--- config.mk ---
export PLATFORM = sky130hd
export DESIGN_NAME = running_sample_variance
export DESIGN_NICKNAME = d
export VERILOG_FILES = /design/src/design/rsv_pkg.sv /design/src/design/rsv_div.sv /design/src/design/rsv_mul.sv /design/src/design/running_sample_variance.sv
export SDC_FILE = /design/constraint.sdc
export NUM_CORES = 1
export LEC_CHECK = 0
export ABC_CLOCK_PERIOD_IN_PS = 5970
export BUFFER_PORTS_ARGS = -buffer_cell sky130_fd_sc_hd__buf_2
export CELL_PAD_IN_SITES_DETAIL_PLACEMENT = 0
export CELL_PAD_IN_SITES_GLOBAL_PLACEMENT = 2
export CORE_MARGIN = 4
export CORE_UTILIZATION = 40
export CTS_CLUSTER_DIAMETER = 120
export DETAILED_ROUTE_END_ITERATION = 16
export PLACE_DENSITY = 0.92
export SLEW_MARGIN = 30
export SYNTH_ARGS = -nofsm -noshare
export SYNTH_HDL_FRONTEND = slang
export SYNTH_SLANG_ARGS = --single-unit
export TNS_END_PERCENT = 50
--- constraint.sdc ---
create_clock -name clk -period 5.97 [get_ports clk]
set_input_delay 0.8955 -clock clk [delete_from_list [all_inputs] [get_ports clk]]
set_output_delay 0.8955 -clock clk [all_outputs]
set_load 0.01 [all_outputs]
--- src/design/rsv_pkg.sv ---
// Shared types and constants for the running sample variance block.
`default_nettype none
package rsv_pkg;

  localparam int unsigned COL_W    = 10;
  localparam int unsigned SAMPLE_W = 32;
  localparam int unsigned COUNT_W  = 16;
  localparam int unsigned M2_W     = 64;
  localparam int unsigned STAT_W   = 2;
  localparam int unsigned DELTA_W  = SAMPLE_W + 1;

  localparam logic [COUNT_W-1:0] MAX_SAMPLES = 16'd65535;

  localparam int unsigned DIV_CNT_W = 7;
  localparam logic [DIV_CNT_W-1:0] DIV_ITERS_MEAN = 7'd33;
  localparam logic [DIV_CNT_W-1:0] DIV_ITERS_VAR  = 7'd64;

  localparam int unsigned MUL_CNT_W = 6;
  localparam logic [MUL_CNT_W-1:0] MUL_STEPS = 6'd33;

  localparam logic [STAT_W-1:0] STAT_OK    = 2'd0;
  localparam logic [STAT_W-1:0] STAT_SHORT = 2'd1;
  localparam logic [STAT_W-1:0] STAT_SAT   = 2'd2;

  typedef struct packed {
    logic                 start;
    logic [DIV_CNT_W-1:0] iters;
    logic [M2_W-1:0]      dividend;
    logic [COUNT_W-1:0]   divisor;
  } div_req_t;

  typedef struct packed {
    logic               start;
    logic [DELTA_W-1:0] mcand;
    logic [DELTA_W-1:0] mplier;
  } mul_req_t;

endpackage
`default_nettype wire

--- src/design/rsv_div.sv ---
// Bit-serial restoring divider: one quotient bit per cycle, MSB first.
`default_nettype none
module rsv_div (
  input  wire logic                       clk,
  input  wire logic                       rst_n,
  input  wire rsv_pkg::div_req_t          req,
  output logic                            done,
  output logic [rsv_pkg::M2_W-1:0]        quotient
);

  logic [rsv_pkg::M2_W-1:0]      dvd_r, dvd_nxt;
  logic [rsv_pkg::COUNT_W:0]     rem_r, rem_nxt;
  logic [rsv_pkg::COUNT_W-1:0]   dsr_r, dsr_nxt;
  logic [rsv_pkg::DIV_CNT_W-1:0] cnt_r, cnt_nxt;
  logic                          busy_r, busy_nxt;
  logic                          done_r, done_nxt;
  logic [rsv_pkg::COUNT_W:0]     rem_sh;
  logic                          ge;

  always_comb begin
    rem_sh   = {rem_r[rsv_pkg::COUNT_W-1:0], dvd_r[rsv_pkg::M2_W-1]};
    ge       = rem_sh >= {1'b0, dsr_r};
    dvd_nxt  = dvd_r;
    rem_nxt  = rem_r;
    dsr_nxt  = dsr_r;
    cnt_nxt  = cnt_r;
    busy_nxt = busy_r;
    done_nxt = 1'b0;
    if (req.start) begin
      dvd_nxt  = req.dividend;
      rem_nxt  = '0;
      dsr_nxt  = req.divisor;
      cnt_nxt  = req.iters;
      busy_nxt = 1'b1;
    end else if (busy_r) begin
      rem_nxt = ge ? (rem_sh - {1'b0, dsr_r}) : rem_sh;
      dvd_nxt = {dvd_r[rsv_pkg::M2_W-2:0], ge};
      cnt_nxt = cnt_r - 1'b1;
      if (cnt_r == {{(rsv_pkg::DIV_CNT_W-1){1'b0}}, 1'b1}) begin
        busy_nxt = 1'b0;
        done_nxt = 1'b1;
      end
    end
  end

  always_ff @(posedge clk) begin
    if (!rst_n) begin
      busy_r <= 1'b0;
      done_r <= 1'b0;
      cnt_r  <= '0;
    end else begin
      busy_r <= busy_nxt;
      done_r <= done_nxt;
      cnt_r  <= cnt_nxt;
    end
    dvd_r <= dvd_nxt;
    rem_r <= rem_nxt;
    dsr_r <= dsr_nxt;
  end

  assign done     = done_r;
  assign quotient = dvd_r;

endmodule
`default_nettype wire

--- src/design/rsv_mul.sv ---
// Bit-serial shift-add multiplier: one multiplier bit per cycle, LSB first.
`default_nettype none
module rsv_mul (
  input  wire logic                  clk,
  input  wire logic                  rst_n,
  input  wire rsv_pkg::mul_req_t     req,
  output logic                       done,
  output logic [rsv_pkg::M2_W-1:0]   product
);

  logic [rsv_pkg::DELTA_W-1:0]   mc_r, mc_nxt;
  logic [rsv_pkg::DELTA_W:0]     hi_r, hi_nxt;
  logic [rsv_pkg::DELTA_W-1:0]   lo_r, lo_nxt;
  logic [rsv_pkg::MUL_CNT_W-1:0] cnt_r, cnt_nxt;
  logic                          busy_r, busy_nxt;
  logic                          done_r, done_nxt;
  logic [rsv_pkg::DELTA_W:0]     sum;

  always_comb begin
    sum      = hi_r + (lo_r[0] ? {1'b0, mc_r} : '0);
    mc_nxt   = mc_r;
    hi_nxt   = hi_r;
    lo_nxt   = lo_r;
    cnt_nxt  = cnt_r;
    busy_nxt = busy_r;
    done_nxt = 1'b0;
    if (req.start) begin
      mc_nxt   = req.mcand;
      hi_nxt   = '0;
      lo_nxt   = req.mplier;
      cnt_nxt  = rsv_pkg::MUL_STEPS;
      busy_nxt = 1'b1;
    end else if (busy_r) begin
      hi_nxt  = {1'b0, sum[rsv_pkg::DELTA_W:1]};
      lo_nxt  = {sum[0], lo_r[rsv_pkg::DELTA_W-1:1]};
      cnt_nxt = cnt_r - 1'b1;
      if (cnt_r == {{(rsv_pkg::MUL_CNT_W-1){1'b0}}, 1'b1}) begin
        busy_nxt = 1'b0;
        done_nxt = 1'b1;
      end
    end
  end

  always_ff @(posedge clk) begin
    if (!rst_n) begin
      busy_r <= 1'b0;
      done_r <= 1'b0;
      cnt_r  <= '0;
    end else begin
      busy_r <= busy_nxt;
      done_r <= done_nxt;
      cnt_r  <= cnt_nxt;
    end
    mc_r <= mc_nxt;
    hi_r <= hi_nxt;
    lo_r <= lo_nxt;
  end

  assign done    = done_r;
  assign product = {hi_r[rsv_pkg::M2_W-rsv_pkg::DELTA_W-1:0], lo_r};

endmodule
`default_nettype wire

--- src/design/running_sample_variance.sv ---
// Top level: Welford running mean and M2 per column run, variance on the last sample.
//
// Samples are signed Q16.16; each updates a running count, mean and sum of squared
// deviations (M2). A sample marked last also yields one result: the column, the count
// and M2 / (count - 1) in unsigned Q32.32, with status 1 for a one-sample run and
// status 2 when M2 saturated or samples were dropped at a full count. Items are taken
// one at a time. An ordinary sample passes through the shared bit-serial divider for
// delta / n and the mean update, then the residual, then the bit-serial multiplier for
// the M2 increment. A last sample then also uses the same divider for the variance,
// plus any wait for the output register to free. A sample arriving at a full count is
// dropped without a divide. A finished result waits in the output register while the
// next samples are processed.
`default_nettype none
module running_sample_variance (
  input  wire logic                            clk,
  input  wire logic                            rst_n,
  input  wire logic                            in_valid,
  output logic                                 in_ready,
  input  wire logic [rsv_pkg::COL_W-1:0]       in_column_index,
  input  wire logic signed [rsv_pkg::SAMPLE_W-1:0] in_sample_value,
  input  wire logic                            in_last_sample,
  output logic                                 out_valid,
  input  wire logic                            out_ready,
  output logic [rsv_pkg::COL_W-1:0]            out_result_column,
  output logic [rsv_pkg::M2_W-1:0]             out_variance,
  output logic [rsv_pkg::COUNT_W-1:0]          out_sample_count,
  output logic [rsv_pkg::STAT_W-1:0]           out_status
);

  localparam logic [2:0] S_IDLE = 3'd0;
  localparam logic [2:0] S_DIV  = 3'd1;
  localparam logic [2:0] S_RES  = 3'd2;
  localparam logic [2:0] S_MUL  = 3'd3;
  localparam logic [2:0] S_FIN  = 3'd4;
  localparam logic [2:0] S_VDIV = 3'd5;
  localparam logic [2:0] S_OUT  = 3'd6;

  logic [2:0]                       state_r, state_nxt;
  logic [rsv_pkg::COUNT_W-1:0]      count_r, count_nxt;
  logic [rsv_pkg::SAMPLE_W-1:0]     mean_r, mean_nxt;
  logic [rsv_pkg::M2_W-1:0]         m2_r, m2_nxt;
  logic                             sat_r, sat_nxt;
  logic [rsv_pkg::COL_W-1:0]        col_r, col_nxt;
  logic [rsv_pkg::SAMPLE_W-1:0]     x_r, x_nxt;
  logic                             last_r, last_nxt;
  logic [rsv_pkg::DELTA_W-1:0]      delta_r, delta_nxt;
  logic [rsv_pkg::M2_W-1:0]         var_r, var_nxt;

  logic                             out_valid_r, out_valid_nxt;
  logic [rsv_pkg::COL_W-1:0]        out_col_r, out_col_nxt;
  logic [rsv_pkg::M2_W-1:0]         out_var_r, out_var_nxt;
  logic [rsv_pkg::COUNT_W-1:0]      out_cnt_r, out_cnt_nxt;
  logic [rsv_pkg::STAT_W-1:0]       out_stat_r, out_stat_nxt;

  rsv_pkg::div_req_t                div_req;
  rsv_pkg::mul_req_t                mul_req;
  logic                             div_done, mul_done;
  logic [rsv_pkg::M2_W-1:0]         div_q, mul_p;

  logic                             in_xfer;
  logic [rsv_pkg::DELTA_W-1:0]      x_ext, mean_ext, delta_in, delta_mag;
  logic [rsv_pkg::DELTA_W-1:0]      q_s, mnew, resid, resid_mag;
  logic [rsv_pkg::M2_W:0]           m2_sum;

  rsv_div u_div (
    .clk      (clk),
    .rst_n    (rst_n),
    .req      (div_req),
    .done     (div_done),
    .quotient (div_q)
  );

  rsv_mul u_mul (
    .clk     (clk),
    .rst_n   (rst_n),
    .req     (mul_req),
    .done    (mul_done),
    .product (mul_p)
  );

  assign in_ready = (state_r == S_IDLE);
  assign in_xfer  = in_valid && in_ready;

  always_comb begin
    x_ext     = {in_sample_value[rsv_pkg::SAMPLE_W-1], in_sample_value};
    mean_ext  = {mean_r[rsv_pkg::SAMPLE_W-1], mean_r};
    delta_in  = x_ext - mean_ext;
    delta_mag = delta_r[rsv_pkg::DELTA_W-1] ? (~delta_r + 1'b1) : delta_r;
    q_s       = delta_r[rsv_pkg::DELTA_W-1] ? (~div_q[rsv_pkg::DELTA_W-1:0] + 1'b1)
                                            : div_q[rsv_pkg::DELTA_W-1:0];
    mnew      = mean_ext + q_s;
    resid     = {x_r[rsv_pkg::SAMPLE_W-1], x_r} - mean_ext;
    resid_mag = resid[rsv_pkg::DELTA_W-1] ? (~resid + 1'b1) : resid;
    m2_sum    = {1'b0, m2_r} + {1'b0, mul_p};
  end

  always_comb begin
    state_nxt     = state_r;
    count_nxt     = count_r;
    mean_nxt      = mean_r;
    m2_nxt        = m2_r;
    sat_nxt       = sat_r;
    col_nxt       = col_r;
    x_nxt         = x_r;
    last_nxt      = last_r;
    delta_nxt     = delta_r;
    var_nxt       = var_r;
    out_valid_nxt = out_valid_r && !out_ready;
    out_col_nxt   = out_col_r;
    out_var_nxt   = out_var_r;
    out_cnt_nxt   = out_cnt_r;
    out_stat_nxt  = out_stat_r;
    div_req       = '0;
    mul_req       = '0;

    case (state_r)
      S_IDLE: begin
        if (in_xfer) begin
          col_nxt  = in_column_index;
          x_nxt    = in_sample_value;
          last_nxt = in_last_sample;
          if (count_r >= rsv_pkg::MAX_SAMPLES) begin
            sat_nxt   = 1'b1;
            state_nxt = in_last_sample ? S_FIN : S_IDLE;
          end else begin
            count_nxt = count_r + 1'b1;
            delta_nxt = delta_in;
            state_nxt = S_DIV;
          end
        end
      end
      default: begin
      end
    endcase

    case (state_r)
      S_DIV: begin
        if (div_done) begin
          mean_nxt  = mnew[rsv_pkg::SAMPLE_W-1:0];
          state_nxt = S_RES;
        end
      end
      S_RES: begin
        mul_req.start  = 1'b1;
        mul_req.mcand  = delta_mag;
        mul_req.mplier = resid_mag;
        state_nxt      = S_MUL;
      end
      S_MUL: begin
        if (mul_done) begin
          if (m2_sum[rsv_pkg::M2_W]) begin
            m2_nxt  = '1;
            sat_nxt = 1'b1;
          end else begin
            m2_nxt = m2_sum[rsv_pkg::M2_W-1:0];
          end
          state_nxt = last_r ? S_FIN : S_IDLE;
        end
      end
      S_FIN: begin
        if (count_r < 16'd2) begin
          var_nxt   = '0;
          state_nxt = S_OUT;
        end else begin
          div_req.start    = 1'b1;
          div_req.iters    = rsv_pkg::DIV_ITERS_VAR;
          div_req.dividend = m2_r;
          div_req.divisor  = count_r - 1'b1;
          state_nxt        = S_VDIV;
        end
      end
      S_VDIV: begin
        if (div_done) begin
          var_nxt   = div_q;
          state_nxt = S_OUT;
        end
      end
      S_OUT: begin
        if (!out_valid_r || out_ready) begin
          out_valid_nxt = 1'b1;
          out_col_nxt   = col_r;
          out_var_nxt   = var_r;
          out_cnt_nxt   = count_r;
          if (count_r < 16'd2) begin
            out_stat_nxt = rsv_pkg::STAT_SHORT;
          end else if (sat_r) begin
            out_stat_nxt = rsv_pkg::STAT_SAT;
          end else begin
            out_stat_nxt = rsv_pkg::STAT_OK;
          end
          count_nxt = '0;
          mean_nxt  = '0;
          m2_nxt    = '0;
          sat_nxt   = 1'b0;
          state_nxt = S_IDLE;
        end
      end
      default: begin
      end
    endcase

    if (state_r == S_IDLE && in_xfer && count_r < rsv_pkg::MAX_SAMPLES) begin
      div_req.start    = 1'b1;
      div_req.iters    = rsv_pkg::DIV_ITERS_MEAN;
      div_req.dividend = {delta_in[rsv_pkg::DELTA_W-1] ? (~delta_in + 1'b1) : delta_in,
                          {(rsv_pkg::M2_W-rsv_pkg::DELTA_W){1'b0}}};
      div_req.divisor  = count_r + 1'b1;
    end
  end

  always_ff @(posedge clk) begin
    if (!rst_n) begin
      state_r     <= S_IDLE;
      count_r     <= '0;
      mean_r      <= '0;
      m2_r        <= '0;
      sat_r       <= 1'b0;
      out_valid_r <= 1'b0;
    end else begin
      state_r     <= state_nxt;
      count_r     <= count_nxt;
      mean_r      <= mean_nxt;
      m2_r        <= m2_nxt;
      sat_r       <= sat_nxt;
      out_valid_r <= out_valid_nxt;
    end
    col_r      <= col_nxt;
    x_r        <= x_nxt;
    last_r     <= last_nxt;
    delta_r    <= delta_nxt;
    var_r      <= var_nxt;
    out_col_r  <= out_col_nxt;
    out_var_r  <= out_var_nxt;
    out_cnt_r  <= out_cnt_nxt;
    out_stat_r <= out_stat_nxt;
  end

  assign out_valid         = out_valid_r;
  assign out_result_column = out_col_r;
  assign out_variance      = out_var_r;
  assign out_sample_count  = out_cnt_r;
  assign out_status        = out_stat_r;

endmodule
`default_nettype wire

[Word-level counts from Yosys, hierarchy flattened]
Cells that the tools add are included.
Storage, ports and cells
  word-level logic and storage cells: 153
  input port bits: 47
  output and inout bits: 94
  register bits: 561
Cells by class
  eq/ne operators: 13
  muxes and demuxes: 62
  reduce and logical (&&, ||, !) cells: 23
  $lt $le $gt $ge: 4
  bitwise operators: 8
  add/sub/neg operators: 14
Operator list (count)
  2-to-1 mux 64 bit: 7
  2-to-1 mux 88 bit: 3
  one-hot mux 64 bit (2 select lines): 2
  2-to-1 mux 33 bit: 6
  adder 33 x 1 -> 33 bit (second input constant): 3
  NOT 33 bit: 3
  2-to-1 mux 16 bit: 6
  2-to-1 mux 32 bit: 3
  2-to-1 mux 67 bit: 1
  subtractor 32 x 32 -> 33 bit: 2
  adder 64 x 64 -> 65 bit: 1
  one-hot mux 32 bit (2 select lines): 1
  adder 33 x 34 -> 34 bit: 1
  adder 32 x 1 -> 32 bit (second input constant): 1
  adder 32 bit: 1
  NOT 32 bit: 1
  2-to-1 mux 3 bit: 9
  one-hot mux 3 bit (6 select lines): 1
  greater-or-equal comparator 17 x 16 -> 1 bit: 1
  adder 16 x 1 -> 16 bit (second input constant): 1
  greater-or-equal comparator 16 bit (second input constant): 1
  < comparator 16 bit (second input constant): 1
  < comparator 16 x 2 -> 1 bit (second input constant): 1
  2-to-1 mux 1 bit: 16
  25 further kinds: 51

[Longest topological paths before layout]
  depth after elaboration: 7
  mapped depth: 19

[By module]
Synthesis repeated with hierarchy kept, for this count alone.
Second synthesis, totals
  cell total of the unflattened synthesis: 3933
  area total of the unflattened synthesis: 36730.2 sq um
By module, submodules not included
  running_sample_variance: times used 1, cells each 2915, area each 25224.2 sq um
  rsv_mul: times used 1, cells each 583, area each 6130.9 sq um
  rsv_div: times used 1, cells each 435, area each 5375.2 sq um

[Worst setup path before layout]
OpenSTA, ideal clock, no wires.
  kind: reg-to-reg
  from: reg count_r[3] (netlist bit)
  to: reg var_r[0] (netlist bit), enable pin
  stages on the path, launching flop included: 6
  required time: 5.461 ns
  arrival time: 4.643 ns
  library setup time: 0.509 ns
  setup slack: 0.818 ns
  path through: dfxtp_1 clkbuf_1 or4_1 nor4_1 nand2_1 a21oi_1
Between the ends
  longest elaborated chain between the ends: 3
Ends and longest elaborated chain
  start: declaration: line running_sample_variance.sv:39  | logic [rsv_pkg::COUNT_W-1:0] count_r, count_nxt;
  start signal: assignment: line running_sample_variance.sv:221  | count_r <= count_nxt;
  < comparator 16 x 2 -> 1 bit: line running_sample_variance.sv:161  | if (count_r < 16'd2) begin
  != test 2 bit (no source line)
  AND reduction 3 bit (no source line)
  end signal: assignment: line running_sample_variance.sv:231  | var_r <= var_nxt;
  end: declaration: line running_sample_variance.sv:47  | logic [rsv_pkg::M2_W-1:0] var_r, var_nxt;
No other way between the ends.
A chain may end at the register's enable or synchronous reset.

[Worst setup path in the final report]
  from: reg u_div.dvd_r (netlist bit u_div.quotient[6])
  to: reg mean_r[31] (netlist bit)
Between the ends
  longest elaborated chain between the ends: 6
Ends and longest elaborated chain
  start: declaration: line rsv_div.sv:11  | logic [rsv_pkg::M2_W-1:0] dvd_r, dvd_nxt;
  start signal: assignment: line rsv_div.sv:56  | dvd_r <= dvd_nxt;
  NOT 32 bit: line running_sample_variance.sv:89  | q_s = delta_r[rsv_pkg::DELTA_W-1] ? (~div_q[rsv_pkg::DELTA_W-1:0] + 1'b1)
  adder 32 x 1 -> 32 bit: line running_sample_variance.sv:89
  2-to-1 mux 32 bit (*): line running_sample_variance.sv:89
  adder 32 bit (*): line running_sample_variance.sv:91  | mnew = mean_ext + q_s;
  2-to-1 mux 32 bit (*): line running_sample_variance.sv:138  | if (div_done) begin
  one-hot mux 32 bit (2 select lines) (*): line running_sample_variance.sv:136  | case (state_r)
  end signal: assignment: line running_sample_variance.sv:222  | mean_r <= mean_nxt;
  end: declaration: line running_sample_variance.sv:40  | logic [rsv_pkg::SAMPLE_W-1:0] mean_r, mean_nxt;
Every way passes the cells marked *; elsewhere a longest branch is shown, timed or not. The select of a mux whose other input is x is not followed.

==> out/results.tsv <==
stage	metric	value	unit
grt	first-pass GRT wire length	158	mm
clock_network	Post-CTS Setup Bufs	0	
pwr	Lkg Pwr	0.0152	uW
synth	Post-synth EDFFs	378	
synth	post-synthesis register bit count	561	
critical_path	crit start category	register	
sta	Layout Skew	29.0	ps
sta	fin crit period	5150	ps
sta	# setup viols final	0	
layout	Non-Filler Instances	4933	
route	DRC violations left	0	
route	Iter 0 DRT Violations	2420	
sta	final worst slack	818	ps
flow_run	max-capacitance violation count	0	
critical_path	critical path type	register to register	
clock_network	Clock Tree Root	clkbuf_16	
die	num rows	107	
critical_path	CP arrival	5670	ps
clock_network	post-cts resize count	0	
synth	commonest register cell after synthesis	edfxtp_1	
clock_network	H-tree depth	3	
die	Die ar.	0.0906	sq mm
route	Vias	27667	
pwr	Int Pwr	7710	uW
synth	register area share after synthesis	0.437	
pwr	switching part of the total	0.291	
route	drt pass-1 iters	6	
sta	fin crit share	0.863	
synth	Post-Synthesis Cells	3648	
clock_network	TritonCTS clock tree	built	
sta	number of slew-limit violations in the final report	0	
route	Via density	5.61	
route	Total Wirelength	104	mm
pwr	Clk network pwr share	0.403	
clock_network	# hold bufs at CTS	0	
critical_path	Worst setup EP type	register	
layout	Synth-to-Final Area Change	12.4	%
die	DIE WIDTH	301	microns
synth	Ys Warns	0	
synth	Post-synth ARST share	0	
die	Core Box Area	0.0851	sq mm
layout	Final nets	4004	
layout	share of layout cells above drive strength 1	0.0887	
place	placed cells	4807	
synth	Cell variety after synth	79	
grt	gr ovfl total	0	
clock_network	CTS clk-pin slew, worst paths	60	ps
synth	syn_nets	3919	
critical_path	Worst Path Required	6490	ps
status	run status	finished, final reports clean	
clock_network	total clock sinks	561	
clock_network	clk_lat worst skew	630	ps
clock_network	TritonCTS buffer count	68	
synth	mean area per synthesized cell	9.42	sq um
pwr	Psw	3160	uW
die	Initial Util	0.403	
critical_path	CP Max Fanout	5	
clock_network	largest buffer count on any clock path	3	
place	DP Wirelength	78.1	mm
place	port bufs	140	
grt	vias in the first global route	25939	
pwr	pwr dens	282	mW/mm^2
layout	# fillers	8192	
place	Setup WS pre-CTS	869	ps
die	# IOs	141	
sta	WHS	414	ps
sta	Fmax	0.194	GHz
place	Final GP Congestion	0.931	
sta	final hold violation count	0	
pwr	part of the power in registers	0.426	
grt	All-Layer GR Usage	0.226	
sta	Worst-Margin Slew	1000	ps
sta	Relative slew margins	0.331	
hold_path	Hold Path Class	register to register	
pwr	Combinational Power Share	0.171	
sta	TNS Setup	0	ps
route	WL/cell	21.1	microns
pwr	Max VDD drop	0.193	mV
die	DIE HEIGHT	301	microns
route	Antenna Nets Post-Route	0	
synth	mapped cell area	0.0343	sq mm
grt	initial antenna violation count	3	
sta	unrepaired setup endpoints after global routing	no	
grt	largest net degree at the start of global routing	98	
==> power by group through the flow <==
stage	Combinational, uW	Sequential, uW	Clock [uW]
2_1_floorplan	1370	4550	0
3_3_place_gp	1820	4710	0
3_5_place_dp	1820	4710	0
4_1_cts	1840	4630	4460
5_1_grt	2060	4650	4630
6_report	1860	4630	4380
==> layout make-up <==
type,instances,area [sq um],area share
sequential,561,15000,0.389
antenna,2,5.00,0.000130
multi-input combinational,2781,18300,0.473
clock inverter,44,518,0.0134
inverter,145,548,0.0142
tap,1144,1430,0.0371
timing repair buffer,176,988,0.0256
clock buffer,80,1820,0.0472
==> logic make-up (layout without fill, tap and decap cells) <==
kind of cell,Yosys count,after routing,synth area share
adders and majority gates,224,224,0.0829
other,0,2,0
buffers and inverters,306,445,0.0335
DFF,561,561,0.437
and+or+nand+nor,1180,1180,0.165
AOI/OAI and AO/OA,1030,1030,0.192
xor gates and xnor gates,312,312,0.0796
muxes,35,35,0.0103
==> cell usage after synthesis, types with 13 or more instances <==
cell	instances	area, sq um
a211oi_1	20	150
or4_1	16	120
a21o_1	100	751
nor3_1	78	390
nor2b_1	40	250
xnor2_1	183	1600
nand4_1	45	282
a21boi_0	19	143
nor2_1	235	882
and3_1	35	219
o21a_1	28	210
nand3_1	74	370
nand2b_1	26	163
o21bai_1	32	240
a31oi_1	34	213
o41ai_1	15	131
nand2_1	422	1580
a21oi_1	279	1400
a221oi_1	13	114
clkbuf_1	151	567
xor2_1	129	1130
or2_2	17	106
and2_1	120	751
edfxtp_1	378	11400
o31ai_1	34	255
or3_1	21	131
mux2i_1	32	320
inv_1	141	529
o311a_1	41	410
o21ai_0	278	1390
a22oi_1	34	255
dfxtp_1	183	3660
nor4_1	20	125
ha_1	218	2730
==> sequential cells by signal, indices dropped and copies added, names as in the netlist, 2 cells and up <==
register	count
u_div.rem_r	16
m2_r	64
out_result_column	10
delta_r	33
count_r	16
u_mul.hi_r	33
state_r	3
mean_r	32
out_status	2
var_r	64
col_r	10
u_div.dsr_r	16
u_div.cnt_r	7
u_mul.cnt_r	6
u_mul.lo_r	33
u_div.quotient	64
x_r	32
u_mul.mc_r	33
out_sample_count	16
out_variance	64
==> final timing paths <==
path                               startpoint                    endpoint  slack, ps  depth (start not counted)
setup / recovery  u_div.quotient[6]$_DFFE_PP_     mean_r[31]$_SDFFE_PN0P_        820                         17
hold / removal        var_r[44]$_SDFFCE_PN0P_  out_variance[44]$_DFFE_PP_        410                          0
setup reg to reg  u_div.quotient[6]$_DFFE_PP_     mean_r[31]$_SDFFE_PN0P_        820                         17
hold reg to reg       var_r[44]$_SDFFCE_PN0P_  out_variance[44]$_DFFE_PP_        410                          0
==> critical path, cell delays in order, from the launching register on <==
cell	delay (ps)
edfxtp_1	490
or4_1	600
nor3_1	400
nand4_1	240
o21ai_0	250
xnor2_1	150
ha_1	300
a21o_1	190
a2111oi_0	380
o211ai_1	190
nand3_1	160
nor3_1	90
o41a_1	450
a311oi_1	350
o21ai_0	170
a21oi_1	230
nor2b_1	80
o311a_1	320
==> cells in the final DEF (no fill, tap or decap), drive strengths merged, types with 32 or more instances in the layout <==
cell type / count
nand2: 423
edfxtp: 378
o21ai: 286
a21oi: 279
nor2: 235
ha: 218
xnor2: 183
dfxtp: 183
buf: 176
inv: 146
xor2: 129
and2: 120
a21o: 100
clkbuf: 80
nor3: 78
nand3: 74
nand4: 45
o311a: 41
nor2b: 40
o31ai: 37
and3: 35
a22oi: 34
a31oi: 34
o21bai: 32
mux2i: 32
==> per-stage QoR <==
stage | instance area (sq um) | power [uW] | util
2_1_floorplan | 34300 | 5920 | -
3_3_place_gp | 36200 | 6530 | 0.425
3_5_place_dp | 36200 | 6530 | 0.426
4_1_cts | 38600 | 10900 | 0.453
5_1_grt | 38600 | 11300 | 0.453
6_report | 38600 | 10900 | 0.453
==> layer usage <==
layer | global-route usage | part of all wire | wire length [microns] | up-vias
li1 | - | - | - | 13513
met1 | 0.325 | 0.47 | 48500 | 13183
met2 | 0.351 | 0.44 | 45900 | 846
met3 | 0.0415 | 0.073 | 7620 | 125
met4 | 0.0556 | 0.021 | 2170 | 0
met5 | 0 | 0 | 0 | -
(Power assumes the default switching activity.)
